==> src/hw/rtl/hcbd_pkg.sv <==
// ----------------------------------------------------------------------------
// Chunked body decoder package
// Shared types, codes and field layout for the chunked body decoder.
// ----------------------------------------------------------------------------
package hcbd_pkg;

    // Default width of the chunk size and remaining-byte registers.
    localparam int LENGTH_BITS_DEF = 32;

    // Stream layout.
    localparam int BYTE_W     = 8;
    localparam int ERR_W      = 3;
    localparam int S_TDATA_W  = 8;
    localparam int M_TDATA_W  = 16;
    localparam int M_PAD_W    = M_TDATA_W - BYTE_W - 1 - ERR_W;

    localparam logic [BYTE_W-1:0] CH_CR    = 8'h0D;
    localparam logic [BYTE_W-1:0] CH_LF    = 8'h0A;
    localparam logic [BYTE_W-1:0] CH_SPACE = 8'h20;
    localparam logic [BYTE_W-1:0] CH_TAB   = 8'h09;
    localparam logic [BYTE_W-1:0] CH_VT    = 8'h0B;
    localparam logic [BYTE_W-1:0] CH_FF    = 8'h0C;
    localparam logic [BYTE_W-1:0] CH_ZERO  = 8'h30;
    localparam logic [BYTE_W-1:0] CH_NINE  = 8'h39;
    localparam logic [BYTE_W-1:0] CH_LC_A  = 8'h61;
    localparam logic [BYTE_W-1:0] CH_LC_F  = 8'h66;
    localparam logic [BYTE_W-1:0] CH_UC_A  = 8'h41;
    localparam logic [BYTE_W-1:0] CH_UC_F  = 8'h46;
    localparam logic [BYTE_W-1:0] CH_LC_X  = 8'h78;
    localparam logic [BYTE_W-1:0] CH_UC_X  = 8'h58;

    typedef enum logic [2:0] {
        PH_BLANK    = 3'd0,
        PH_DIGITS   = 3'd1,
        PH_REST     = 3'd2,
        PH_REST_BAD = 3'd3,
        PH_DATA     = 3'd4,
        PH_TAIL     = 3'd5,
        PH_DONE     = 3'd6,
        PH_ERROR    = 3'd7
    } t_phase;

    typedef enum logic [ERR_W-1:0] {
        ERR_NONE      = 3'd0,
        ERR_EARLY_END = 3'd1,
        ERR_NO_DIGITS = 3'd2,
        ERR_BAD_TAIL  = 3'd3,
        ERR_OVERFLOW  = 3'd4
    } t_err;

    typedef enum logic [1:0] {
        PFX_NONE  = 2'd0,
        PFX_ZERO  = 2'd1,
        PFX_X     = 2'd2,
        PFX_DIGIT = 2'd3
    } t_prefix;

    // Classification of one received byte.
    typedef struct packed {
        logic       is_cr;
        logic       is_lf;
        logic       is_blank;
        logic       is_hex;
        logic       is_zero;
        logic       is_x;
        logic [3:0] hex_val;
    } t_char_class;

    // One decoded result.
    typedef struct packed {
        logic              payload_valid;
        logic [BYTE_W-1:0] payload_byte;
        logic              finished;
        t_err              error_code;
    } t_result;

endpackage

==> src/hw/rtl/hcbd_classify.sv <==
// ----------------------------------------------------------------------------
// Chunked body decoder byte classifier
// Flags line-end, blank and hex characters and gives the hex digit value.
// ----------------------------------------------------------------------------
module hcbd_classify (
    input  logic [hcbd_pkg::BYTE_W-1:0] i_byte,
    output hcbd_pkg::t_char_class       o_class
);
    import hcbd_pkg::*;

    logic w_dec;
    logic w_lc;
    logic w_uc;

    assign w_dec = (i_byte >= CH_ZERO) && (i_byte <= CH_NINE);
    assign w_lc  = (i_byte >= CH_LC_A) && (i_byte <= CH_LC_F);
    assign w_uc  = (i_byte >= CH_UC_A) && (i_byte <= CH_UC_F);

    always_comb begin
        o_class.is_cr    = (i_byte == CH_CR);
        o_class.is_lf    = (i_byte == CH_LF);
        o_class.is_blank = (i_byte == CH_SPACE) || (i_byte == CH_TAB) ||
                           (i_byte == CH_VT) || (i_byte == CH_FF);
        o_class.is_hex   = w_dec || w_lc || w_uc;
        o_class.is_zero  = (i_byte == CH_ZERO);
        o_class.is_x     = (i_byte == CH_LC_X) || (i_byte == CH_UC_X);
        // Letters a-f and A-F share the low nibble 1..6; add 9 to get 10..15.
        if (w_dec) begin
            o_class.hex_val = i_byte[3:0];
        end else if (w_lc || w_uc) begin
            o_class.hex_val = i_byte[3:0] + 4'd9;
        end else begin
            o_class.hex_val = 4'd0;
        end
    end

endmodule

==> src/hw/rtl/hcbd_fsm.sv <==
// ----------------------------------------------------------------------------
// Chunked body decoder parse state machine
// Holds the parse state and computes the result for each accepted byte.
// ----------------------------------------------------------------------------
module hcbd_fsm #(
    parameter int LENGTH_BITS = hcbd_pkg::LENGTH_BITS_DEF
) (
    input  logic                        i_clk,
    input  logic                        i_rst_n,
    input  logic                        i_accept,
    input  logic [hcbd_pkg::BYTE_W-1:0] i_byte,
    input  logic                        i_eos,
    input  hcbd_pkg::t_char_class       i_class,
    output hcbd_pkg::t_result           o_result
);
    import hcbd_pkg::*;

    t_phase                 r_phase,  n_phase;
    logic [LENGTH_BITS-1:0] r_acc,    n_acc;
    t_prefix                r_prefix, n_prefix;
    logic [LENGTH_BITS-1:0] r_left,   n_left;
    t_err                   r_status, n_status;

    logic w_overflow;
    logic w_acc_zero;
    logic w_terminal;
    logic w_last_data;

    // Another digit would push a set bit out of the top nibble.
    assign w_overflow  = (r_acc[LENGTH_BITS-1 -: 4] != 4'd0);
    assign w_acc_zero  = (r_acc == '0);
    assign w_terminal  = (r_phase == PH_DONE) || (r_phase == PH_ERROR);
    assign w_last_data = (r_left == LENGTH_BITS'(1));

    // Next phase.
    always_comb begin
        n_phase = r_phase;
        if (w_terminal) begin
            n_phase = r_phase;
        end else if (i_eos) begin
            n_phase = PH_ERROR;
        end else begin
            unique case (r_phase)
                PH_DATA: begin
                    if (w_last_data) n_phase = PH_TAIL;
                end
                PH_TAIL: begin
                    if (i_class.is_lf) begin
                        n_phase = w_acc_zero ? PH_DONE : PH_BLANK;
                    end else if (!i_class.is_cr) begin
                        n_phase = PH_ERROR;
                    end
                end
                PH_BLANK: begin
                    priority if (i_class.is_cr || i_class.is_blank) begin
                        n_phase = PH_BLANK;
                    end else if (i_class.is_lf) begin
                        n_phase = PH_ERROR;
                    end else if (i_class.is_hex) begin
                        n_phase = PH_DIGITS;
                    end else begin
                        n_phase = PH_REST_BAD;
                    end
                end
                PH_DIGITS: begin
                    priority if (i_class.is_cr) begin
                        n_phase = PH_DIGITS;
                    end else if (i_class.is_lf) begin
                        n_phase = w_acc_zero ? PH_TAIL : PH_DATA;
                    end else if ((r_prefix == PFX_ZERO) && i_class.is_x) begin
                        n_phase = PH_DIGITS;
                    end else if (i_class.is_hex) begin
                        n_phase = w_overflow ? PH_ERROR : PH_DIGITS;
                    end else begin
                        n_phase = PH_REST;
                    end
                end
                PH_REST: begin
                    if (i_class.is_lf) n_phase = w_acc_zero ? PH_TAIL : PH_DATA;
                end
                PH_REST_BAD: begin
                    if (i_class.is_lf) n_phase = PH_ERROR;
                end
                PH_DONE, PH_ERROR: begin
                    n_phase = r_phase;
                end
            endcase
        end
    end

    // Datapath updates and the result of this byte.
    always_comb begin
        n_acc    = r_acc;
        n_prefix = r_prefix;
        n_left   = r_left;
        n_status = r_status;
        o_result.payload_valid = 1'b0;
        o_result.payload_byte  = '0;
        if (!w_terminal) begin
            if (i_eos) begin
                n_status = ERR_EARLY_END;
            end else begin
                unique case (r_phase)
                    PH_DATA: begin
                        o_result.payload_valid = 1'b1;
                        o_result.payload_byte  = i_byte;
                        n_left = r_left - LENGTH_BITS'(1);
                    end
                    PH_TAIL: begin
                        if (i_class.is_lf) begin
                            if (!w_acc_zero) begin
                                n_acc    = '0;
                                n_prefix = PFX_NONE;
                            end
                        end else if (!i_class.is_cr) begin
                            n_status = ERR_BAD_TAIL;
                        end
                    end
                    PH_BLANK: begin
                        priority if (i_class.is_cr || i_class.is_blank) begin
                            n_acc = r_acc;
                        end else if (i_class.is_lf) begin
                            n_status = ERR_NO_DIGITS;
                        end else if (i_class.is_hex) begin
                            n_acc    = LENGTH_BITS'(i_class.hex_val);
                            n_prefix = i_class.is_zero ? PFX_ZERO : PFX_DIGIT;
                        end else begin
                            n_acc = r_acc;
                        end
                    end
                    PH_DIGITS: begin
                        priority if (i_class.is_cr) begin
                            n_acc = r_acc;
                        end else if (i_class.is_lf) begin
                            n_left = r_acc;
                        end else if ((r_prefix == PFX_ZERO) && i_class.is_x) begin
                            n_prefix = PFX_X;
                        end else if (i_class.is_hex) begin
                            n_prefix = PFX_DIGIT;
                            if (w_overflow) begin
                                n_status = ERR_OVERFLOW;
                            end else begin
                                n_acc = {r_acc[LENGTH_BITS-5:0], i_class.hex_val};
                            end
                        end else begin
                            n_acc = r_acc;
                        end
                    end
                    PH_REST: begin
                        if (i_class.is_lf) n_left = r_acc;
                    end
                    PH_REST_BAD: begin
                        if (i_class.is_lf) n_status = ERR_NO_DIGITS;
                    end
                    PH_DONE, PH_ERROR: begin
                        n_acc = r_acc;
                    end
                endcase
            end
        end
        o_result.finished   = (n_phase == PH_DONE);
        o_result.error_code = n_status;
    end

    always_ff @(posedge i_clk) begin
        if (!i_rst_n) begin
            r_phase  <= PH_BLANK;
            r_acc    <= '0;
            r_prefix <= PFX_NONE;
            r_left   <= '0;
            r_status <= ERR_NONE;
        end else if (i_accept) begin
            r_phase  <= n_phase;
            r_acc    <= n_acc;
            r_prefix <= n_prefix;
            r_left   <= n_left;
            r_status <= n_status;
        end
    end

endmodule

==> src/hw/rtl/hcbd_out_reg.sv <==
// ----------------------------------------------------------------------------
// Chunked body decoder result register
// Holds one result until the downstream side takes it.
// ----------------------------------------------------------------------------
module hcbd_out_reg (
    input  logic              i_clk,
    input  logic              i_rst_n,
    input  logic              i_load,
    input  hcbd_pkg::t_result i_result,
    input  logic              i_take,
    output logic              o_valid,
    output logic              o_room,
    output hcbd_pkg::t_result o_result
);
    import hcbd_pkg::*;

    logic    r_valid;
    t_result r_result;

    // Room for a new result when empty or when the held one leaves now.
    assign o_room   = !r_valid || i_take;
    assign o_valid  = r_valid;
    assign o_result = r_result;

    always_ff @(posedge i_clk) begin
        if (!i_rst_n) begin
            r_valid <= 1'b0;
        end else if (i_load) begin
            r_valid <= 1'b1;
        end else if (i_take) begin
            r_valid <= 1'b0;
        end
    end

    always_ff @(posedge i_clk) begin
        if (i_load) begin
            r_result <= i_result;
        end
    end

endmodule

==> src/hw/rtl/http_chunked_body_decoder.sv <==
// Output: the result for an accepted byte is registered and appears on the master side in the cycle after.
// Throughput: one byte per cycle; the single result register is refilled in the
// same cycle its transaction completes, so only downstream back-pressure slows input.
// Reset: synchronous active-low i_rst_n returns the parser to the start of a size
// line, clears the size and remaining-byte registers and empties the result register.
// ----------------------------------------------------------------------------
// HTTP chunked body decoder
// Parses chunk size lines and forwards exactly the announced payload bytes.
// ----------------------------------------------------------------------------
module http_chunked_body_decoder #(
    parameter int LENGTH_BITS = hcbd_pkg::LENGTH_BITS_DEF
) (
    input  logic                           i_clk,
    input  logic                           i_rst_n,
    input  logic                           s_axis_tvalid,
    output logic                           s_axis_tready,
    // Bits from the lowest: in_byte[7:0].
    input  logic [hcbd_pkg::S_TDATA_W-1:0] s_axis_tdata,
    // Bits from the lowest: end_of_stream[0].
    input  logic                           s_axis_tuser,
    output logic                           m_axis_tvalid,
    input  logic                           m_axis_tready,
    // Bits from the lowest: payload_byte[7:0], finished[8], error_code[11:9],
    // zero padding[15:12].
    output logic [hcbd_pkg::M_TDATA_W-1:0] m_axis_tdata,
    // Bits from the lowest: payload_valid[0].
    output logic                           m_axis_tuser
);
    import hcbd_pkg::*;

    // Every input transaction produces exactly one output transaction. An input
    // byte is taken whenever the result register is empty or is being drained in
    // the same cycle, so the decoder never waits on its own state.
    logic        w_accept;
    logic        w_room;
    logic        w_take;
    t_char_class w_class;
    t_result     w_result;
    t_result     w_held;

    assign w_take        = m_axis_tvalid && m_axis_tready;
    assign s_axis_tready = w_room;
    assign w_accept      = s_axis_tvalid && w_room;

    // Character classification is purely combinational on the incoming byte.
    hcbd_classify u_classify (
        .i_byte  (s_axis_tdata),
        .o_class (w_class)
    );

    // The parser updates its state only on an accepted transaction. The result
    // it computes for that byte goes straight into the result register.
    hcbd_fsm #(
        .LENGTH_BITS (LENGTH_BITS)
    ) u_fsm (
        .i_clk    (i_clk),
        .i_rst_n  (i_rst_n),
        .i_accept (w_accept),
        .i_byte   (s_axis_tdata),
        .i_eos    (s_axis_tuser),
        .i_class  (w_class),
        .o_result (w_result)
    );

    hcbd_out_reg u_out_reg (
        .i_clk    (i_clk),
        .i_rst_n  (i_rst_n),
        .i_load   (w_accept),
        .i_result (w_result),
        .i_take   (w_take),
        .o_valid  (m_axis_tvalid),
        .o_room   (w_room),
        .o_result (w_held)
    );

    // Pack the held result onto the master stream.
    assign m_axis_tdata = {{M_PAD_W{1'b0}}, w_held.error_code, w_held.finished,
                           w_held.payload_byte};
    assign m_axis_tuser = w_held.payload_valid;

endmodule

==> config.mk <==
export PLATFORM = sky130hd
export DESIGN_NAME = http_chunked_body_decoder
export DESIGN_NICKNAME = d
export VERILOG_FILES = /design/src/hw/rtl/hcbd_pkg.sv /design/src/hw/rtl/hcbd_classify.sv /design/src/hw/rtl/hcbd_fsm.sv /design/src/hw/rtl/hcbd_out_reg.sv /design/src/hw/rtl/http_chunked_body_decoder.sv
export SDC_FILE = /design/constraint.sdc
export NUM_CORES = 1
export LEC_CHECK = 0
export ABC_AREA = 0
export BUFFER_PORTS_ARGS = -buffer_cell sky130_fd_sc_hd__buf_2
export CORE_ASPECT_RATIO = 0.8
export CORE_MARGIN = 2
export CORE_UTILIZATION = 60
export CTS_CLUSTER_SIZE = 8
export DETAILED_ROUTE_END_ITERATION = 10
export GPL_TIMING_DRIVEN = 0
export PLACE_DENSITY = 0.86
export SYNTH_ARGS = -nofsm -noshare
export SYNTH_HDL_FRONTEND = slang
export SYNTH_HIERARCHICAL = 1
export SYNTH_SLANG_ARGS = --single-unit
==> constraint.sdc <==
create_clock -name i_clk -period 3 [get_ports i_clk]
set_input_delay 0.15 -clock i_clk [delete_from_list [all_inputs] [get_ports i_clk]]
set_output_delay 0.15 -clock i_clk [all_outputs]
set_load 0.02 [all_outputs]
; After elaboration in Yosys (flattened, before gate mapping)
; Cells that the tools add are included.
; Widths: inputs -> output; s select.
[word_totals]
out_inout_bits = 19
ramBits = 0
mem_count = 0
wordCells = 140
in_bits = 13
mem_bits_ro = 0
reg_bits = 86
latch_bits = 0
[op_classes]
muxes = 60
order_cmp = 6
n_mul = 0
eq_ne = 30
div = 0
reduce_logical = 29
add_sub_neg = 2
shift = 0
n_bitwise = 3
[op_table]
columns = operator, n
row1 = $mux 32, 12
row2 = $pmux 32 s3, 2
row3 = $mux 3, 26
row4 = $eq 8x4->1 const B, 5
row5 = $eq 32x1->1 const B, 1
row6 = $logic_not 32->1, 1
row7 = $sub 32x1->32 const B, 1
row8 = $mux 2, 11
row9 = $pmux 3 s7, 1
row10 = $ne 2x2->1 const B, 10
row11 = $eq 8x6->1 const B, 2
row12 = $eq 8x7->1 const B, 2
row13 = $ge 8x7->1 const B, 2
row14 = $le 8x7->1 const B, 2
row15 = $eq 3x3->1 const B, 5
row16 = $reduce_and 14->1, 1
row17 = $pmux 3 s4, 1
row18 = $reduce_and 12->1, 1
row19 = $logic_or 1x1->1, 10
row20 = $mux 9, 1
row21 = $ge 8x6->1 const B, 1
row22 = $le 8x6->1 const B, 1
row23 = $mux 4, 2
row24 = $eq 3x2->1 const B, 2
row25 = other kinds (16), 27

; Depth between registers and ports, before layout
[depth]
word_depth = 12
depth_mapped = 12
mapped_depth_nobuf = 11

; Modules after synthesis
; The synthesis kept the hierarchy.
[modules_own_cells]
columns = module, instances, area_each_um2, seq_area_each_um2, cells_per_inst
row1 = hcbd_fsm, 1, 4107.7, 1441.4, 563
row2 = hcbd_out_reg, 1, 439.2, 410.4, 17
row3 = hcbd_classify, 1, 302.8, 0.0, 41
row4 = http_chunked_body_decoder, 1, 46.3, 0.0, 7

; Least setup slack after synthesis
; OpenSTA, ideal clock, no wires.
[synth_timing]
path_kind = reg2reg
from = reg u_out_reg.r_valid, in the netlist u_out_reg/o_valid
to = reg u_fsm.r_acc[10]
path_stages_with_launch = 10
setup_ns = 0.128
path_buffers = 1
period_less_slack_ns = 2.460
setup_slack_ns = 0.540
arrival_time_ns = 2.332
cell_sequence = dfxtp_1 > and2_1 > nand2b_4 > and2_1 > nand4b_1 > nor4_1 > nand3_1 > buf_2 > nand3_1 > o21ai_0
[synth_via]
elab_chain_len = 4
[synth_lines]
columns = element, line_no
row1 = "start, declared", hcbd_out_reg.sv:17  ; logic r_valid;
row2 = "start signal, assigned", hcbd_out_reg.sv:27  ; r_valid <= 1'b0;
row3 = "start signal, assigned", hcbd_out_reg.sv:29  ; r_valid <= 1'b1;
row4 = "start signal, assigned", hcbd_out_reg.sv:31  ; r_valid <= 1'b0;
row5 = $logic_and 1x1->1, http_chunked_body_decoder.sv:41  ; assign w_take = m_axis_tvalid && m_axis_tready;
row6 = net w_take, http_chunked_body_decoder.sv:36  ; logic w_take;
row7 = $logic_or 1x1->1, hcbd_out_reg.sv:21  ; assign o_room = !r_valid || i_take;
row8 = net s_axis_tready, http_chunked_body_decoder.sv:16  ; output logic s_axis_tready,
row9 = $logic_and 1x1->1, http_chunked_body_decoder.sv:43  ; assign w_accept = s_axis_tvalid && w_room;
row10 = net w_accept, http_chunked_body_decoder.sv:34  ; logic w_accept;
row11 = $reduce_and 14->1 (no line), --
row12 = "end signal, assigned", hcbd_fsm.sv:174  ; r_acc <= n_acc;
row13 = "end, declared", hcbd_fsm.sv:19  ; logic [LENGTH_BITS-1:0] r_acc, n_acc;
; The timed path passes the listed nets, and every way through them passes these cells.
; A chain may end at the register's enable or synchronous reset.

; Final worst setup path
[layout_timing]
from = reg u_fsm.r_left[0]
to = reg u_fsm.r_left[30]
[layout_via]
elab_chain_len = 2
[layout_lines]
columns = element, line_no
row1 = "start, declared", hcbd_fsm.sv:21  ; logic [LENGTH_BITS-1:0] r_left, n_left;
row2 = "start signal, assigned", hcbd_fsm.sv:176  ; r_left <= n_left;
row3 = $sub 32x1->32, hcbd_fsm.sv:107  ; n_left = r_left - LENGTH_BITS'(1);
row4 = $pmux 32 s3, hcbd_fsm.sv:103  ; unique case (r_phase)
; Every way passes these cells.

==> run metrics <==
outcome=finished, final reports clean; crit end category=register; Antenna diodes=0; Seq/Total Area, Yosys=a little under two fifths; dpl cell area=~0.0052 mm^2; gpl congestion=just under 1; Final Hold Vio Count=0; DRC=0; total track usage=between 30% and 40%; CTS Buf Count=9; Worst setup SP type=register; sequential share of power=43.8%; Root Buffer Master=clkbuf_8; via total after detailed routing=5354; Post-synth ARST share=0%; Synth Cell Area=around 0.0049 mm^2; Hold Crit Class=primary input to register; clock power share=28.7%; design area=between 0.005 and 0.006 mm^2; Sw Ratio=34.6%; Via-to-Cell Ratio=roughly 6.8; Cells after Synth=628; clock skew=slightly above 0.009 ns; Worst Path Class, Setup=register to register; post-synthesis cell type count=73; Ys Warns=6; minimum clock period=about 2.9 ns; fmax=about 350 MHz; DR iter-0 viols=745; delay of the slowest cell on the worst path=~0.70 ns; Initial Util=around three fifths; synth-to-layout area growth=10.7%; EDFF count, synth=13; slowest CP cell=or4b_2; clock slew at reported path FFs=about 0.090 ns; Final setup viols=0; vias in the first global route=4903; Clock Latency Late Sink=between 0.3 and 0.4 ns; Worst Hold End=u_out_reg/o_valid; crit path max fanout=8; I/O pins=32; global-route wire length before repair=around 25000 um; crit path DAT=just over 3 ns; drt pass-1 iters=6; P_leak=approximately 2 nW; #FFs+latches synth=between 80 and 90; Max Slew Vio Count=0; hold depth=2; Primary FF master, synth=dfxtp_1; reg2reg path depth=9; Worst Min Path Start=i_rst_n; fin crit share=between 90% and 100%; post-DP HPWL=11300 um; htree depth=3; internal power=roughly 1.8 mW; Nets=roughly 690; power per cell area=about 520 mW/mm^2; CTS max path bufs=2; aggregate global routing overflow=0; Tightest Pin Transition=around 0.85 ns; cell row count=29; Core ar.=0.00791 mm^2; Critical Path RT=about 3.2 ns; Setup WS pre-CTS=-0.309 ns; Worst Slack Setup Final=approximately 0.14 ns; reg2reg start=u_fsm/r_left[0]; Comb pwr share=~28%; share of layout cells above drive strength 1=between 10% and 20%; Die X-Extent=105 um; unrepaired setup endpoints after global routing=false; CP delay by family, top=simple AND/OR/NAND/NOR gates; crit-path cells=inv_1 -> ha_1 -> or4b_2 -> nor4_4 -> buf_4 -> nand3_1 -> or3_1 -> o21ai_0 -> a211oi_1; Hold Buf Count CTS=0; synthesized area per cell=~8 um^2; DIE AREA=0.00890 mm^2; Worst VDD drop=approximately 380 uV; Port Buf Inserts=27; R2R Setup Slk=between 0.1 and 0.15 ns; maxcap violations=0; switching pwr=around 0.97 mW; WL/cell=between 20 and 25 um; final antenna-violating net count=0; Slew headroom=a little over two fifths; Post-Route WL=~16000 um; largest net degree at the start of global routing=18; CTS tree=done; Die Ht=approximately 85 um; WP buf/inv=2; capturing point of the worst reg2reg path=u_fsm/r_left[30]; initial antenna violation count=0; Sink Count=between 80 and 90
area by class of cell:
class	count	area [um^2]
multi-input cells	482	2820
fillers	704	2490
flip-flops and latches	86	1850
plain buffers	51	219
clock buffers	11	163
repair buffers	30	158
well taps	108	135
inverters	12	45.0
clock inverters	4	30.0
per-layer routing:
| metal | GRT usage (%) | vias up | part of all wire, % |
|---|---|---|---|
| met5 | 0 | - | 0 |
| li1 | - | 2419 | - |
| met1 | 50.5 | 2497 | 41 |
| met3 | 11.4 | 52 | 15 |
| met2 | 54.1 | 386 | 42 |
| met4 | 11.0 | 0 | 2.4 |
cell families (layout without fill, tap and decap cells):
group,after synthesis,in the layout,share of synthesized area [%]
and+or+nand+nor,283,283,30.2
AOI/OAI and AO/OA,188,188,24.7
DFF,86,86,37.8
buffers and inverters,63,108,5.37
adders and majority gates,6,6,1.53
other,1,4,0.0766
muxes,1,1,0.230
cells in the final DEF (no fill, tap or decap), types with 12 or more instances in the layout:
master and instances:
nor3_1 21, buf_2 36, a21oi_1 37, clkbuf_1 36, nor4_1 14, nor2_1 51
nand2b_1 12, nand3_1 77, dfxtp_1 73, nand2_1 46, inv_1 12, edfxtp_1 13
o21ai_0 70
per-stage QoR:
step                      util (%)  hold slack (ns)  TNS (ns)  power, mW  cells
final                         68.5           0.0324         0       2.81    784
after global placement        65.5            0.402     -3.31       1.95    766
after detailed placement      65.5            0.418     -7.22       1.97    766
after global routing          68.5           0.0163         0       2.92    784
after CTS                     67.9           0.0188         0       2.77    781
after floorplan                  -            0.300         0       1.78    631
worst max path at each step:
stage,from,endpoint,slack (ns),cells past startpoint
CTS,u_out_reg/o_valid,u_fsm/r_acc[4],0.07,9
detailed placement,s_axis_tdata[1],u_out_reg/o_result[3],-0.31,11
finish,u_fsm/r_left[0],u_fsm/r_left[30],0.14,9
global route,u_fsm/r_left[0],u_fsm/r_left[30],0.05,9
floorplan,u_out_reg/o_valid,u_fsm/r_acc[10],0.54,9
global placement,s_axis_tdata[1],u_out_reg/o_result[3],-0.22,11
state kept, by name, summed over array words and instances (netlist names):
signal              cells
u_fsm/r_left           32
u_fsm/r_status          3
u_out_reg/o_valid       1
u_fsm/r_phase           3
u_fsm/r_prefix          2
u_fsm/r_acc            32
u_out_reg/o_result     13
cells in the mapped netlist (all sizes together), types with 5 or more instances:
cell type  number  area, um^2
nand3          77         385
dfxtp          73        1460
o21ai          72         360
nor2           51         191
nand2          46         173
a21oi          37         185
clkbuf         37         139
nor3           21         105
nor4           15         109
buf            14        78.8
or3            14        98.9
edfxtp         13         390
nand2b         13        88.8
and2           12        76.3
inv            12        45.0
a211oi          9        72.6
o22ai           8        50.1
ha              6        75.1
a22oi           5        37.5
nand4           5        31.3
nor2b           5        31.3
o31ai           5        37.5
or2             5        31.3
or4             5        37.5
worst register-to-register path: stages, from the launching register on:
cell and delay, ns:
dfxtp_1 0.38, inv_1 0.12, ha_1 0.24, or4b_2 0.70, nor4_4 0.29, buf_4 0.20
nand3_1 0.20, or3_1 0.41, o21ai_0 0.08, a211oi_1 0.09
repair_timing:
action | 4_1_cts | 5_1_grt
buffers inserted | 0 | 3
endpoints found under the setup margin | 0 | 45
endpoints found under the hold margin | 0 | 0
resized for setup | 0 | 8
power groups by stage:
stage,clock network [mW],registers (mW),logic [mW]
after floorplan,0,1.27,0.508
after global placement,0,1.25,0.697
after detailed placement,0,1.26,0.713
after CTS,0.819,1.23,0.719
after global routing,0.849,1.23,0.836
final,0.805,1.23,0.773
Power figures use the tool's default switching activity.
